## src/sv/led_pulse_width_serializer_assert.svh

```systemverilog
// Assertion macros used by the serializer engine
`ifndef LED_PULSE_WIDTH_SERIALIZER_ASSERT_SVH
`define LED_PULSE_WIDTH_SERIALIZER_ASSERT_SVH

// Same-cycle implication, checked outside reset
`define LPWS_ASSERT_NOW(name, clk, rst, ante, cons, msg) \
   name: assert property (@(posedge clk) disable iff (rst) (ante) |-> (cons)) \
      else $error(msg);

// Next-cycle implication, checked outside reset
`define LPWS_ASSERT_NEXT(name, clk, rst, ante, cons, msg) \
   name: assert property (@(posedge clk) disable iff (rst) (ante) |=> (cons)) \
      else $error(msg);

`endif

```

## src/sv/lpws_pkg.sv

```systemverilog
// Package: types and constants of the pulse-width serializer
`timescale 1ns / 1ps
package lpws_pkg;

   localparam int unsigned BITS_PER_BYTE = 8;
   localparam int unsigned BIT_CNT_W     = 4;
   localparam int unsigned CYCLE_CNT_W   = 16;
   localparam int unsigned CSR_DATA_W    = 16;
   localparam int unsigned CSR_INDEX_W   = 2;

   localparam logic [7:0]  RST_BIT_PERIOD  = 8'd20;
   localparam logic [7:0]  RST_HIGH_ONE    = 8'd13;
   localparam logic [7:0]  RST_HIGH_ZERO   = 8'd6;
   localparam logic [15:0] RST_RESET_LOW   = 16'd800;

   typedef enum logic [CSR_INDEX_W-1:0] {
      CSR_BIT_PERIOD = 2'd0,
      CSR_HIGH_ONE   = 2'd1,
      CSR_HIGH_ZERO  = 2'd2,
      CSR_RESET_LOW  = 2'd3
   } csr_index_type;

   typedef enum logic [1:0] {
      PH_IDLE  = 2'd0,
      PH_SEND  = 2'd1,
      PH_RESET = 2'd2
   } phase_type;

   typedef struct packed {
      logic [7:0]  bit_period_cycles;
      logic [7:0]  high_cycles_one;
      logic [7:0]  high_cycles_zero;
      logic [15:0] reset_low_cycles;
   } cfg_type;

   typedef struct packed {
      logic       byte_valid;
      logic [7:0] data_byte;
      logic       last_byte;
   } req_type;

   typedef struct packed {
      logic line_level;
      logic byte_accepted;
      logic busy_res;
   } rsp_type;

endpackage

```

## src/sv/lpws_csr.sv

```systemverilog
// Configuration registers of the serializer
`timescale 1ns / 1ps
module lpws_csr (
   input  logic                               clock,
   input  logic                               reset,
   input  logic                               csr_wr_en,
   input  logic [lpws_pkg::CSR_INDEX_W-1:0]   csr_index,
   input  logic [lpws_pkg::CSR_DATA_W-1:0]    csr_wdata,
   output lpws_pkg::cfg_type                  cfg
);
   import lpws_pkg::*;

   cfg_type cfg_ff;
   cfg_type cfg_in;

   always_comb begin
      cfg_in = cfg_ff;
      if (csr_wr_en) begin
         case (csr_index_type'(csr_index))
            CSR_BIT_PERIOD: cfg_in.bit_period_cycles = csr_wdata[7:0];
            CSR_HIGH_ONE:   cfg_in.high_cycles_one   = csr_wdata[7:0];
            CSR_HIGH_ZERO:  cfg_in.high_cycles_zero  = csr_wdata[7:0];
            CSR_RESET_LOW:  cfg_in.reset_low_cycles  = csr_wdata[15:0];
            default:        cfg_in = cfg_ff;
         endcase
      end
   end

   always_ff @(posedge clock) begin
      if (reset) begin
         cfg_ff.bit_period_cycles <= RST_BIT_PERIOD;
         cfg_ff.high_cycles_one   <= RST_HIGH_ONE;
         cfg_ff.high_cycles_zero  <= RST_HIGH_ZERO;
         cfg_ff.reset_low_cycles  <= RST_RESET_LOW;
      end else begin
         cfg_ff <= cfg_in;
      end
   end

   assign cfg = cfg_ff;

endmodule

```

## src/sv/lpws_in_reg.sv

```systemverilog
// Input register stage of the serializer
`timescale 1ns / 1ps
module lpws_in_reg (
   input  logic              clock,
   input  logic              reset,
   input  logic              req_valid,
   output logic              req_ready,
   input  lpws_pkg::req_type req_payload,
   input  logic              take,
   output logic              item_valid,
   output lpws_pkg::req_type item
);
   import lpws_pkg::*;

   logic    valid_ff;
   logic    valid_in;
   req_type item_ff;

   // free when empty or when the held word moves on this cycle
   assign req_ready = !valid_ff || take;
   assign valid_in  = req_valid || (valid_ff && !take);

   always_ff @(posedge clock) begin
      if (reset) begin
         valid_ff <= 1'b0;
      end else begin
         valid_ff <= valid_in;
      end
   end

   always_ff @(posedge clock) begin
      if (req_valid && req_ready) begin
         item_ff <= req_payload;
      end
   end

   assign item_valid = valid_ff;
   assign item       = item_ff;

endmodule

```

## src/sv/lpws_engine.sv

```systemverilog
// Line timing engine: holding register, shifter and symbol counters
`timescale 1ns / 1ps
module lpws_engine (
   input  logic              clock,
   input  logic              reset,
   input  logic              step,
   input  lpws_pkg::req_type item,
   input  lpws_pkg::cfg_type cfg,
   output lpws_pkg::rsp_type result
);
   import lpws_pkg::*;

   `include "led_pulse_width_serializer_assert.svh"

   logic [BITS_PER_BYTE-1:0] shift_ff,  shift_in;
   logic [BIT_CNT_W-1:0]     remain_ff, remain_in;
   logic [CYCLE_CNT_W-1:0]   count_ff,  count_in;
   logic [BITS_PER_BYTE-1:0] held_byte_ff, held_byte_in;
   logic                     held_valid_ff, held_valid_in;
   logic                     held_last_ff,  held_last_in;
   logic                     cur_last_ff,   cur_last_in;
   phase_type                phase_ff,      phase_in;

   always_comb begin
      logic                     load;
      logic [BITS_PER_BYTE-1:0] sb;
      logic [BIT_CNT_W-1:0]     br;
      logic [BIT_CNT_W-1:0]     br_dec;
      logic [CYCLE_CNT_W-1:0]   cc;
      logic                     cl;
      logic                     hv;
      phase_type                ph;
      logic [7:0]               high;
      logic [7:0]               period;
      logic [CYCLE_CNT_W-1:0]   len;
      logic [CYCLE_CNT_W:0]     cc_inc;
      logic                     accept;

      // start a held word when idle
      load = (phase_ff == PH_IDLE) && held_valid_ff;
      sb   = load ? held_byte_ff : shift_ff;
      br   = load ? BIT_CNT_W'(BITS_PER_BYTE) : remain_ff;
      cc   = load ? '0 : count_ff;
      cl   = load ? held_last_ff : cur_last_ff;
      hv   = load ? 1'b0 : held_valid_ff;
      ph   = load ? PH_SEND : phase_ff;

      high = sb[BITS_PER_BYTE-1] ? cfg.high_cycles_one : cfg.high_cycles_zero;
      result.line_level = (ph == PH_SEND) && (cc < {8'd0, high});
      result.busy_res   = (ph != PH_IDLE);

      accept = item.byte_valid && !hv;
      result.byte_accepted = accept;

      held_valid_in = hv || accept;
      held_byte_in  = accept ? item.data_byte : held_byte_ff;
      held_last_in  = accept ? item.last_byte : held_last_ff;

      shift_in    = sb;
      remain_in   = br;
      count_in    = cc;
      cur_last_in = cl;
      phase_in    = ph;

      period = (cfg.bit_period_cycles == 8'd0) ? 8'd1 : cfg.bit_period_cycles;
      len    = (cfg.reset_low_cycles == '0) ? CYCLE_CNT_W'(1) : cfg.reset_low_cycles;
      cc_inc = {1'b0, cc} + (CYCLE_CNT_W+1)'(1);
      br_dec = br - BIT_CNT_W'(1);

      case (ph)
         PH_SEND: begin
            if (cc_inc >= {9'd0, period}) begin
               count_in  = '0;
               shift_in  = {sb[BITS_PER_BYTE-2:0], 1'b0};
               remain_in = br_dec;
               if (br_dec == '0) begin
                  if (!cl && held_valid_in) begin
                     // next word follows without a gap
                     shift_in      = held_byte_in;
                     remain_in     = BIT_CNT_W'(BITS_PER_BYTE);
                     cur_last_in   = held_last_in;
                     held_valid_in = 1'b0;
                     phase_in      = PH_SEND;
                  end else begin
                     phase_in = PH_RESET;
                  end
               end
            end else begin
               count_in = cc_inc[CYCLE_CNT_W-1:0];
            end
         end
         PH_RESET: begin
            if (cc_inc >= {1'b0, len}) begin
               count_in = '0;
               phase_in = PH_IDLE;
            end else begin
               count_in = cc_inc[CYCLE_CNT_W-1:0];
            end
         end
         default: begin
            phase_in = PH_IDLE;
         end
      endcase
   end

   always_ff @(posedge clock) begin
      if (reset) begin
         shift_ff      <= '0;
         remain_ff     <= '0;
         count_ff      <= '0;
         held_valid_ff <= 1'b0;
         held_last_ff  <= 1'b0;
         cur_last_ff   <= 1'b0;
         phase_ff      <= PH_IDLE;
      end else if (step) begin
         shift_ff      <= shift_in;
         remain_ff     <= remain_in;
         count_ff      <= count_in;
         held_valid_ff <= held_valid_in;
         held_last_ff  <= held_last_in;
         cur_last_ff   <= cur_last_in;
         phase_ff      <= phase_in;
      end
   end

   always_ff @(posedge clock) begin
      if (step) begin
         held_byte_ff <= held_byte_in;
      end
   end

   `LPWS_ASSERT_NOW(a_send_has_bits, clock, reset,
      phase_ff == PH_SEND, remain_ff != '0, "sending with no bits left")
   `LPWS_ASSERT_NOW(a_idle_count_clear, clock, reset,
      phase_ff == PH_IDLE, count_ff == '0, "idle with cycle count running")
   `LPWS_ASSERT_NEXT(a_accept_fills_hold, clock, reset,
      step && result.byte_accepted, held_valid_ff || phase_ff == PH_SEND,
      "accepted word lost from holding register")

endmodule

```

## src/sv/lpws_out_reg.sv

```systemverilog
// Result register stage of the serializer
`timescale 1ns / 1ps
module lpws_out_reg (
   input  logic              clock,
   input  logic              reset,
   input  logic              load,
   output logic              load_ready,
   input  lpws_pkg::rsp_type result,
   output logic              rsp_valid,
   input  logic              rsp_ready,
   output lpws_pkg::rsp_type rsp_payload
);
   import lpws_pkg::*;

   logic    valid_ff;
   logic    valid_in;
   rsp_type word_ff;

   assign load_ready = !valid_ff || rsp_ready;
   assign valid_in   = load || (valid_ff && !rsp_ready);

   always_ff @(posedge clock) begin
      if (reset) begin
         valid_ff <= 1'b0;
      end else begin
         valid_ff <= valid_in;
      end
   end

   always_ff @(posedge clock) begin
      if (load) begin
         word_ff <= result;
      end
   end

   assign rsp_valid   = valid_ff;
   assign rsp_payload = word_ff;

endmodule

```

## src/sv/led_pulse_width_serializer.sv

```systemverilog
// Top level of the pulse-width LED line serializer
`timescale 1ns / 1ps
// Each request word is one tick of the LED line timing and may offer a colour
// byte (byte_valid, data_byte, last_byte). Each response word reports that
// tick: line level, whether the offered byte entered the holding register, and
// busy. Bytes go out msb first as pulse-width symbols; after the byte marked
// last, or on underrun, the line is held low for reset_low_cycles ticks.
// Channels: req_ and rsp_ use valid/ready; csr_ is a plain write port
// (index 0 bit period, 1 high ticks of a one, 2 high ticks of a zero,
// 3 reset low ticks), written only while the block is idle: a rule for the user
// that the block itself does not enforce. An accepted request word is captured
// in the input register, then its response word in the result register.
// Throughput: one word per cycle outside stalls (single state update per tick).
// Reset clears the line state to idle and loads the default timing.
// When the receiver stalls the result register holds, the input register
// fills, and req_ready drops until the result is taken.
module led_pulse_width_serializer (
   input  logic                              clock,
   input  logic                              reset,
   input  logic                              req_valid,
   output logic                              req_ready,
   input  lpws_pkg::req_type                 req_payload,
   output logic                              rsp_valid,
   input  logic                              rsp_ready,
   output lpws_pkg::rsp_type                 rsp_payload,
   input  logic                              csr_wr_en,
   input  logic [lpws_pkg::CSR_INDEX_W-1:0]  csr_index,
   input  logic [lpws_pkg::CSR_DATA_W-1:0]   csr_wdata
);
   import lpws_pkg::*;

   cfg_type cfg;
   req_type item;
   rsp_type result;
   logic    item_valid;
   logic    load_ready;
   logic    step;

   assign step = item_valid && load_ready;

   lpws_csr u_csr (
      .clock     (clock),
      .reset     (reset),
      .csr_wr_en (csr_wr_en),
      .csr_index (csr_index),
      .csr_wdata (csr_wdata),
      .cfg       (cfg)
   );

   lpws_in_reg u_in_reg (
      .clock       (clock),
      .reset       (reset),
      .req_valid   (req_valid),
      .req_ready   (req_ready),
      .req_payload (req_payload),
      .take        (step),
      .item_valid  (item_valid),
      .item        (item)
   );

   lpws_engine u_engine (
      .clock  (clock),
      .reset  (reset),
      .step   (step),
      .item   (item),
      .cfg    (cfg),
      .result (result)
   );

   lpws_out_reg u_out_reg (
      .clock       (clock),
      .reset       (reset),
      .load        (step),
      .load_ready  (load_ready),
      .result      (result),
      .rsp_valid   (rsp_valid),
      .rsp_ready   (rsp_ready),
      .rsp_payload (rsp_payload)
   );

endmodule

```

## config.mk

```make
export PLATFORM = sky130hd
export DESIGN_NAME = led_pulse_width_serializer
export DESIGN_NICKNAME = d
export VERILOG_FILES = /design/src/sv/lpws_pkg.sv /design/src/sv/lpws_csr.sv /design/src/sv/lpws_in_reg.sv /design/src/sv/lpws_engine.sv /design/src/sv/lpws_out_reg.sv /design/src/sv/led_pulse_width_serializer.sv
export VERILOG_INCLUDE_DIRS = /design/src /design/src/sv
export SDC_FILE = /design/constraint.sdc
export NUM_CORES = 1
export LEC_CHECK = 0
export ABC_AREA = 1
export BUFFER_PORTS_ARGS = -buffer_cell sky130_fd_sc_hd__buf_2
export CAP_MARGIN = 20
export CELL_PAD_IN_SITES_DETAIL_PLACEMENT = 1
export CELL_PAD_IN_SITES_GLOBAL_PLACEMENT = 2
export CORE_ASPECT_RATIO = 0.5
export CORE_MARGIN = 5
export CORE_UTILIZATION = 32
export CTS_CLUSTER_SIZE = 12
export DETAILED_ROUTE_END_ITERATION = 10
export GPL_TIMING_DRIVEN = 1
export MAX_ROUTING_LAYER = met4
export PLACE_DENSITY_LB_ADDON = 0.1
export SLEW_MARGIN = 10
export SYNTH_ARGS = -nofsm -noshare
export SYNTH_HDL_FRONTEND = slang
export SYNTH_HIERARCHICAL = 1
export SYNTH_SLANG_ARGS = --single-unit
```

## constraint.sdc

```tcl
create_clock -name clock -period 3.7 [get_ports clock]
set_clock_uncertainty 0.15 [all_clocks]
set_input_delay 0.555 -clock clock [delete_from_list [all_inputs] [get_ports clock]]
set_output_delay 0.555 -clock clock [all_outputs]
set_load 0.02 [all_outputs]
```

==> results of run 1 <==
-- through the flow --
step | cells | area, µm² | utilization | setup TNS (ns)
detailed placement | 1166 | 6610 | 0.356 | -2.36
global placement | 1166 | 6610 | 0.356 | -1.93
finish | 1185 | 6990 | 0.376 | 0
global route | 1185 | 6990 | 0.376 | 0
CTS | 1183 | 6920 | 0.372 | 0
floorplan | 880 | 6110 | - | 0
-- critical path: cells and delay by family, from the launching register on --
kind	cells	cell delay, ns
simple gates	18	1.76
buf+inv	3	0.44
flops	1	0.37
fa+ha+maj	1	0.30
xor+xnor	1	0.22
compound gates	1	0.06
-- sequential cells by signal, summed over array words and instances (netlist names) --
name	cells
u_engine/shift_ff	8
u_in_reg/item	10
u_engine/phase_ff	2
u_engine/held_byte_ff	8
u_engine/cur_last_ff	1
u_out_reg/rsp_payload	3
u_out_reg/rsp_valid	1
u_csr/cfg	40
u_in_reg/item_valid	1
u_engine/held_valid_ff	1
u_engine/count_ff	16
u_engine/held_last_ff	1
u_engine/remain_ff	4
-- per-layer routing --
metal  share of wire  wire, µm  vias up  track usage
met5               0         0        -            -
met4          0.0050        94        0       0.0244
met3           0.023       424        9       0.0325
met2            0.43      8130       44        0.274
met1            0.54     10100     2616        0.254
li1                -         -     2886            -
-- power by group --
part           switching (W)  leakage, nW  internal [W]
Sequential         0.0000457        0.818       0.00114
Combinational       0.000398         2.43      0.000214
Clock               0.000468        0.135      0.000470
-- Yosys cell counts (2+ instances only) --
| master | count | area, µm² |
|---|---|---|
| inv_2 | 6 | 22.5 |
| a21oi_2 | 2 | 17.5 |
| edfxtp_1 | 21 | 631 |
| ha_1 | 31 | 388 |
| nand3_1 | 47 | 235 |
| nand3b_1 | 3 | 22.5 |
| buf_6 | 4 | 45.0 |
| nand2_2 | 10 | 62.6 |
| o21ai_0 | 47 | 235 |
| nand4_1 | 11 | 68.8 |
| clkinv_1 | 2 | 7.51 |
| nor2_2 | 11 | 68.8 |
| nor3_1 | 2 | 10.0 |
| dfxtp_1 | 75 | 1500 |
| a41o_1 | 2 | 20.0 |
| a21oi_1 | 61 | 305 |
| buf_2 | 7 | 35.0 |
| nand2_1 | 213 | 800 |
| nor2_4 | 8 | 90.1 |
| buf_4 | 3 | 22.5 |
| o21a_1 | 3 | 22.5 |
| inv_1 | 116 | 435 |
| clkbuf_1 | 18 | 67.6 |
| nor2_1 | 124 | 465 |
| nor4_1 | 7 | 43.8 |
| mux2i_1 | 13 | 130 |
| xor2_2 | 3 | 48.8 |
| nand3_2 | 5 | 50.1 |
| xnor2_1 | 2 | 17.5 |
| xor2_1 | 4 | 35.0 |
| nand2_4 | 4 | 45.0 |
-- area by class of cell --
type / count / area (µm²)
Inverter: 125 / 472
Tap cell: 259 / 324
Multi-Input combinational cell: 626 / 3360
Clock inverter: 7 / 61.3
Clock buffer: 9 / 225
Fill cell: 2371 / 11600
Timing Repair Buffer: 63 / 400
Sequential cell: 96 / 2140
-- placed cells by master (no fill, tap or decap), drive strengths merged, types with 12 or more instances in the layout --
master / count
mux2i: 13
nor2: 143
edfxtp: 21
nand4: 12
nand3: 53
dfxtp: 75
a21oi: 63
buf: 63
inv: 127
ha: 31
nand2: 227
o21ai: 47
-- worst max path at each step --
stage	slack [ns]	end	start	cells past startpoint
2_1_floorplan	0.03	u_engine/shift_ff[6]$_SDFFE_PP0P_	u_engine/phase_ff[0]$_SDFFE_PP0P_	28
3_3_place_gp	-0.13	u_engine/count_ff[15]$_SDFFE_PP0P_	u_engine/phase_ff[0]$_SDFFE_PP0P_	23
3_5_place_dp	-0.17	u_engine/count_ff[1]$_SDFFE_PP0P_	u_engine/phase_ff[0]$_SDFFE_PP0P_	23
4_1_cts	0.02	u_engine/count_ff[1]$_SDFFE_PP0P_	u_engine/phase_ff[0]$_SDFFE_PP0P_	24
5_1_grt	0.006	u_engine/count_ff[1]$_SDFFE_PP0P_	u_engine/phase_ff[0]$_SDFFE_PP0P_	28
6_report	0.27	u_engine/count_ff[1]$_SDFFE_PP0P_	u_engine/phase_ff[0]$_SDFFE_PP0P_	24
-- what timing repair did --
| action | CTS | global route |
|---|---|---|
| pin swaps | 0 | 5 |
| endpoints found under the setup margin | 16 | 23 |
| hold endpoints to repair | 0 | 0 |
| setup buffers | 1 | 2 |
| cloned | 0 | 0 |
| resized for setup | 4 | 11 |
-- kinds of logic (layout without fill, tap and decap cells) --
logic type      Yosys count  after routing  share of synthesized area
xor+xnor                  9              9                     0.0166
flops                    96             96                      0.350
compound gates          120            120                      0.105
mux                      13             13                     0.0214
simple gates            453            453                      0.336
buf+inv                 158            204                      0.108
fa+ha+maj                31             31                     0.0637
==> flow_metrics.py, run 1 <==
metrics = {
    "setup_path": {
        "critPathMostFrequentCell": "nand2_1",
        "cp.arrival_ns": 3.52,
        "r2r_setup_slack_ns": 0.27,
        "crit_chain": "nor2_4, nand2_4, buf_8, nand3_2, nor2_4, nand2_2, nor2_4, xor2_4, inv_1, ha_1, nand2_1, nor2_1, nand3_1, nor3_2, nand2_1, nor2_1, nand3_1, nand2_1, nor2_1, nand2_2, nand2_2, buf_12, nand2_1, a21oi_1",
        "start_kind": "flop",
        "r2r_start": "u_engine/phase_ff[0]$_SDFFE_PP0P_",
        "worstSetupEndpointType": "flop",
        "timing.rr.end": "u_engine/count_ff[1]$_SDFFE_PP0P_",
        "slowest_stage": "dfxtp_4",
        "path_class": "flop to flop",
        "ff2ff_path_depth": 24,
        "crit_fanout": 16,
        "cp.required_ns": 3.79,
        "cpPeakStageDelay_ns": 0.37,
    },
    "power_and_ir_drop": {
        "p_total_w": 0.00274,
        "power.density_nw_per_um2": 392,
        "vdd_drop_max_uv": 204,
        "leakage_nw": 3.38,
    },
    "yosys": {
        "ys_seq_area_frac": 0.350,
        "async_flop_share": 0,
        "syn-num-nets": 944,
        "ys_ff_latch": 96,
        "ys.flop_type": "dfxtp_1",
        "postSynthCellCount": 880,
        "synth_area_um2": 6090,
        "avgSynthCellArea_um2": 6.92,
        "synth_edf_count": 21,
        "synth.distinct_cells": 46,
        "synth-warning-count": 6,
    },
    "floorplan": {
        "fp.dieH_um": 108,
        "floorplan.initialDensity": 0.328,
        "die_width_um": 205,
        "io_pins": 38,
        "core_area_um2": 18600,
        "die_area_um2": 22100,
        "placementRows": 35,
    },
    "timing": {
        "fin_crit_ns": 3.43,
        "relSlewSlack": 0.286,
        "final-hold-violation-count": 0,
        "fin_ws_ns": 0.269,
        "drv_slew": 0,
        "rsz0062_at_grt": "no",
        "worst_slew_pin_slew_ns": 1.07,
        "min_period_over_period": 0.927,
        "finalHoldWorstSlack_ns": 0.221,
        "max_freq_mhz": 291,
        "setup-violations-final": 0,
    },
    "final_layout": {
        "drive_above_1_share": 0.156,
        "nets": 985,
        "diodes": 0,
        "syn_to_final_growth_pct": 14.6,
    },
    "placement": {
        "place_hpwl_mm": 13.9,
        "gp_congestion": 0.847,
        "preCtsSetupSlack_ns": -0.166,
        "port_buffers": 37,
    },
    "global_routing": {
        "grt-ovfl-total": 0,
        "grt_first_pass_wirelength_mm": 30.3,
        "grt_pass1_vias": 5625,
        "grt_max_degree": 52,
        "antenna_found_initial": 0,
        "grt_usage": 0.179,
    },
    "detailed_routing": {
        "ant_nets": 0,
        "viasPerCell": 4.69,
        "vias": 5555,
        "firstDrtPassIters": 4,
        "drt_iter0_markers": 229,
        "routed_wl_mm": 18.8,
        "drc": 0,
        "wl_per_cell_um": 15.9,
    },
    "cts": {
        "clk_pin_slew_ns": 0.08,
        "cts_tree": "built",
        "cts_hold_buf": 0,
        "clock-sinks": 96,
        "clock_latency_ns": 0.35,
        "ctsLongestPathBuffers": 2,
        "cts_root_buf": "clkbuf_16",
        "h-tree-depth": 3,
        "cts_buffers": 9,
    },
    "worst_hold_path": {
        "min_path_cells": 1,
        "worstHoldEndpoint": "u_in_reg/item[5]$_DFFE_PP_",
        "min_path_type": "primary input to flop",
        "hold_start": "req_payload[5]",
    },
    "status": {
        "status": "finished, final reports clean",
    },
    "flow_run": {
        "max_cap_violations": 0,
    },
}
No activity file was read; power rests on OpenSTA's default activity.
==> run 2: changes to the inputs <==
CORE_UTILIZATION = 30   (was 32)
==> run 2 against run 1 <==
Net effect:
- die area up 6.2%
- flip-flop and latch count unchanged
- first-iteration DRC count up 5.7%
- critical endpoint is now u_engine/count_ff[15]$_SDFFE_PP0P_
- highest routed layer unchanged
- critical path depth unchanged
- count of clock-buffer cells in the layout unchanged
- final cell count rose by 0.68%
- worst setup slack better by 0.057 ns
- non-clock buffer count increased by 1
- critical path type unchanged
- sequential power barely moved
==> flow_metrics.py, run 2 (synthesized netlist as in run 1, its figures left out) <==
metrics = {
    "setup_path": {
        "cp.depth": 24,
        "path_buf_inv": 3,
        "r2r_start": "u_engine/phase_ff[1]$_SDFFE_PP0P_",
        "path_class": "flop to flop",
        "crit_chain": "nor2_4, nand2_4, buf_8, nand3_2, nor2_4, nand2_2, nor2_4, xor2_4, inv_1, ha_1, nand2_1, nor2_1, nand3_1, nor3_2, nand2_1, nor2_1, nand3_1, nand2_1, nor2_1, nand2_2, nand2_2, buf_12, nand2_1, a21oi_1",
        "critPathMostFrequentCell": "nand2_1",
        "start_kind": "flop",
        "cpPeakStageDelay_ns": 0.38,
        "cp.arrival_ns": 3.49,
        "crit_path_end": "u_engine/count_ff[15]$_SDFFE_PP0P_",
        "path_delay_family": "simple AND/OR/NAND/NOR gates",
        "worstSetupStartpoint": "u_engine/phase_ff[1]$_SDFFE_PP0P_",
        "r2r_setup_slack_ns": 0.33,
        "cp.required_ns": 3.82,
        "crit_fanout": 16,
        "slowest_stage": "dfxtp_4",
        "ff2ff_path_depth": 24,
        "worstSetupEndpointType": "flop",
        "timing.rr.end": "u_engine/count_ff[15]$_SDFFE_PP0P_",
    },
    "detailed_routing": {
        "ant_nets": 0,
        "vias": 5580,
        "routed_wl_mm": 18.9,
        "viasPerCell": 4.68,
        "firstDrtPassIters": 4,
        "wl_per_cell_um": 15.9,
        "drt_iter0_markers": 242,
        "drc": 0,
    },
    "power_and_ir_drop": {
        "power.density_nw_per_um2": 394,
        "vdd_drop_max_uv": 217,
        "leakage_nw": 3.40,
        "p_total_w": 0.00277,
    },
    "floorplan": {
        "placementRows": 36,
        "floorplan.initialDensity": 0.309,
        "core_area_um2": 19700,
        "fp.dieH_um": 111,
        "die_area_um2": 23400,
        "io_pins": 38,
        "die_width_um": 212,
    },
    "cts": {
        "cts_buffers": 9,
        "ctsLongestPathBuffers": 2,
        "cts_hold_buf": 0,
        "h-tree-depth": 3,
        "cts_root_buf": "clkbuf_16",
        "clk_pin_slew_ns": 0.08,
        "cts_tree": "built",
        "clock-sinks": 96,
        "clock_latency_ns": 0.37,
    },
    "status": {
        "status": "finished, final reports clean",
    },
    "global_routing": {
        "grt_pass1_vias": 5774,
        "grt_max_degree": 47,
        "grt-ovfl-total": 0,
        "grt_first_pass_wirelength_mm": 31.3,
        "grt_usage": 0.173,
        "antenna_found_initial": 0,
    },
    "timing": {
        "final-hold-violation-count": 0,
        "worst_slew_pin_slew_ns": 0.998,
        "fin_crit_ns": 3.37,
        "max_freq_mhz": 296,
        "rsz0062_at_grt": "no",
        "finalSetupTns_ns": 0,
        "drv_slew": 0,
        "relSlewSlack": 0.335,
        "min_period_over_period": 0.912,
        "setup-violations-final": 0,
    },
    "final_layout": {
        "final_util": 0.356,
        "ff_latch_area_um2": 2140,
        "final_common_cell": "nand2_1",
        "fill_cells": 2558,
        "stdcell_count": 1193,
        "diodes": 0,
        "nets": 986,
        "drive_above_1_share": 0.157,
        "multi_input_area_um2": 3380,
        "syn_to_final_growth_pct": 15.3,
        "final_cell_mix": "nand2_1 (210), nor2_1 (122), inv_1 (116), dfxtp_1 (73), a21oi_1 (61)",
        "final_area_um2": 7030,
        "largest_reg_flops": 40,
    },
    "placement": {
        "place_hpwl_mm": 14.1,
        "gp_congestion": 0.853,
        "placed_cells": 1173,
        "port_buffers": 37,
        "place_area_um2": 6610,
    },
    "flow_run": {
        "max_cap_violations": 0,
    },
    "worst_hold_path": {
        "min_path_type": "primary input to flop",
    },
}
run 2: cell count changes in the layout (fill, tap and decap cells not counted), sizes merged:
cell	before	now
clkinvlp	2	0
inv	127	129
buf	63	64
run 2: worst min path at each step:
stage                                 end  depth (start not counted)  slack (ns)                        from
2_1_floorplan  u_csr/cfg[24]$_SDFFE_PP1P_                          2        0.27  u_csr/cfg[24]$_SDFFE_PP1P_
3_3_place_gp   u_csr/cfg[26]$_SDFFE_PP1P_                          2        0.30  u_csr/cfg[26]$_SDFFE_PP1P_
3_5_place_dp   u_csr/cfg[26]$_SDFFE_PP1P_                          2        0.30  u_csr/cfg[26]$_SDFFE_PP1P_
4_1_cts        u_in_reg/item[7]$_DFFE_PP_                          1        0.17              req_payload[7]
5_1_grt        u_in_reg/item[7]$_DFFE_PP_                          1        0.18              req_payload[7]
6_report       u_in_reg/item[2]$_DFFE_PP_                          1        0.20              req_payload[2]
run 2: area by class of cell:
type | count | share of cell area
Clock buffer | 9 | 0.0321
Clock inverter | 7 | 0.00979
Inverter | 125 | 0.0671
Multi-Input combinational cell | 626 | 0.481
Sequential cell | 96 | 0.304
Tap cell | 266 | 0.0474
Timing Repair Buffer | 64 | 0.0580
run 2: per-layer routing:
layer,part of all wire,track usage,vias to the layer above,wire length (µm)
met4,0.010,0.0326,0,190
li1,-,-,2898,-
met3,0.022,0.0401,13,408
met1,0.54,0.243,2639,10300
met2,0.42,0.256,30,8030
met5,0,-,-,0
run 2: worst reg2reg max path: stages, from the launching register on:
cell and delay, ns:
dfxtp_4 0.38, nor2_4 0.05, nand2_4 0.09, buf_8 0.19
nand3_2 0.14, nor2_4 0.17, nand2_2 0.11, nor2_4 0.16
xor2_4 0.21, inv_1 0.08, ha_1 0.29, nand2_1 0.07
nor2_1 0.10, nand3_1 0.09, nor3_2 0.12, nand2_1 0.07
nor2_1 0.12, nand3_1 0.09, nand2_1 0.06, nor2_1 0.04
nand2_2 0.11, nand2_2 0.08, buf_12 0.16, nand2_1 0.07
a21oi_1 0.06
run 2: timing repair:
action	4_1_cts	5_1_grt
buffers inserted	0	4
setup endpoints to repair	16	23
pin swaps	0	8
gates resized for setup	4	14
run 2: through the flow:
stage | setup slack, ns | hold WS (ns)
after floorplan | 0.0315 | 0.274
after global placement | -0.0603 | 0.298
after detailed placement | -0.128 | 0.296
after CTS | 0.0237 | 0.170
after global routing | 0.0211 | 0.178
final | 0.326 | 0.203
run 2: report_power, final:
| part | switching [W] | leakage [nW] | internal [W] |
|---|---|---|---|
| Clock | 0.000492 | 0.147 | 0.000479 |
| Combinational | 0.000396 | 2.43 | 0.000216 |
| Sequential | 0.0000463 | 0.818 | 0.00114 |
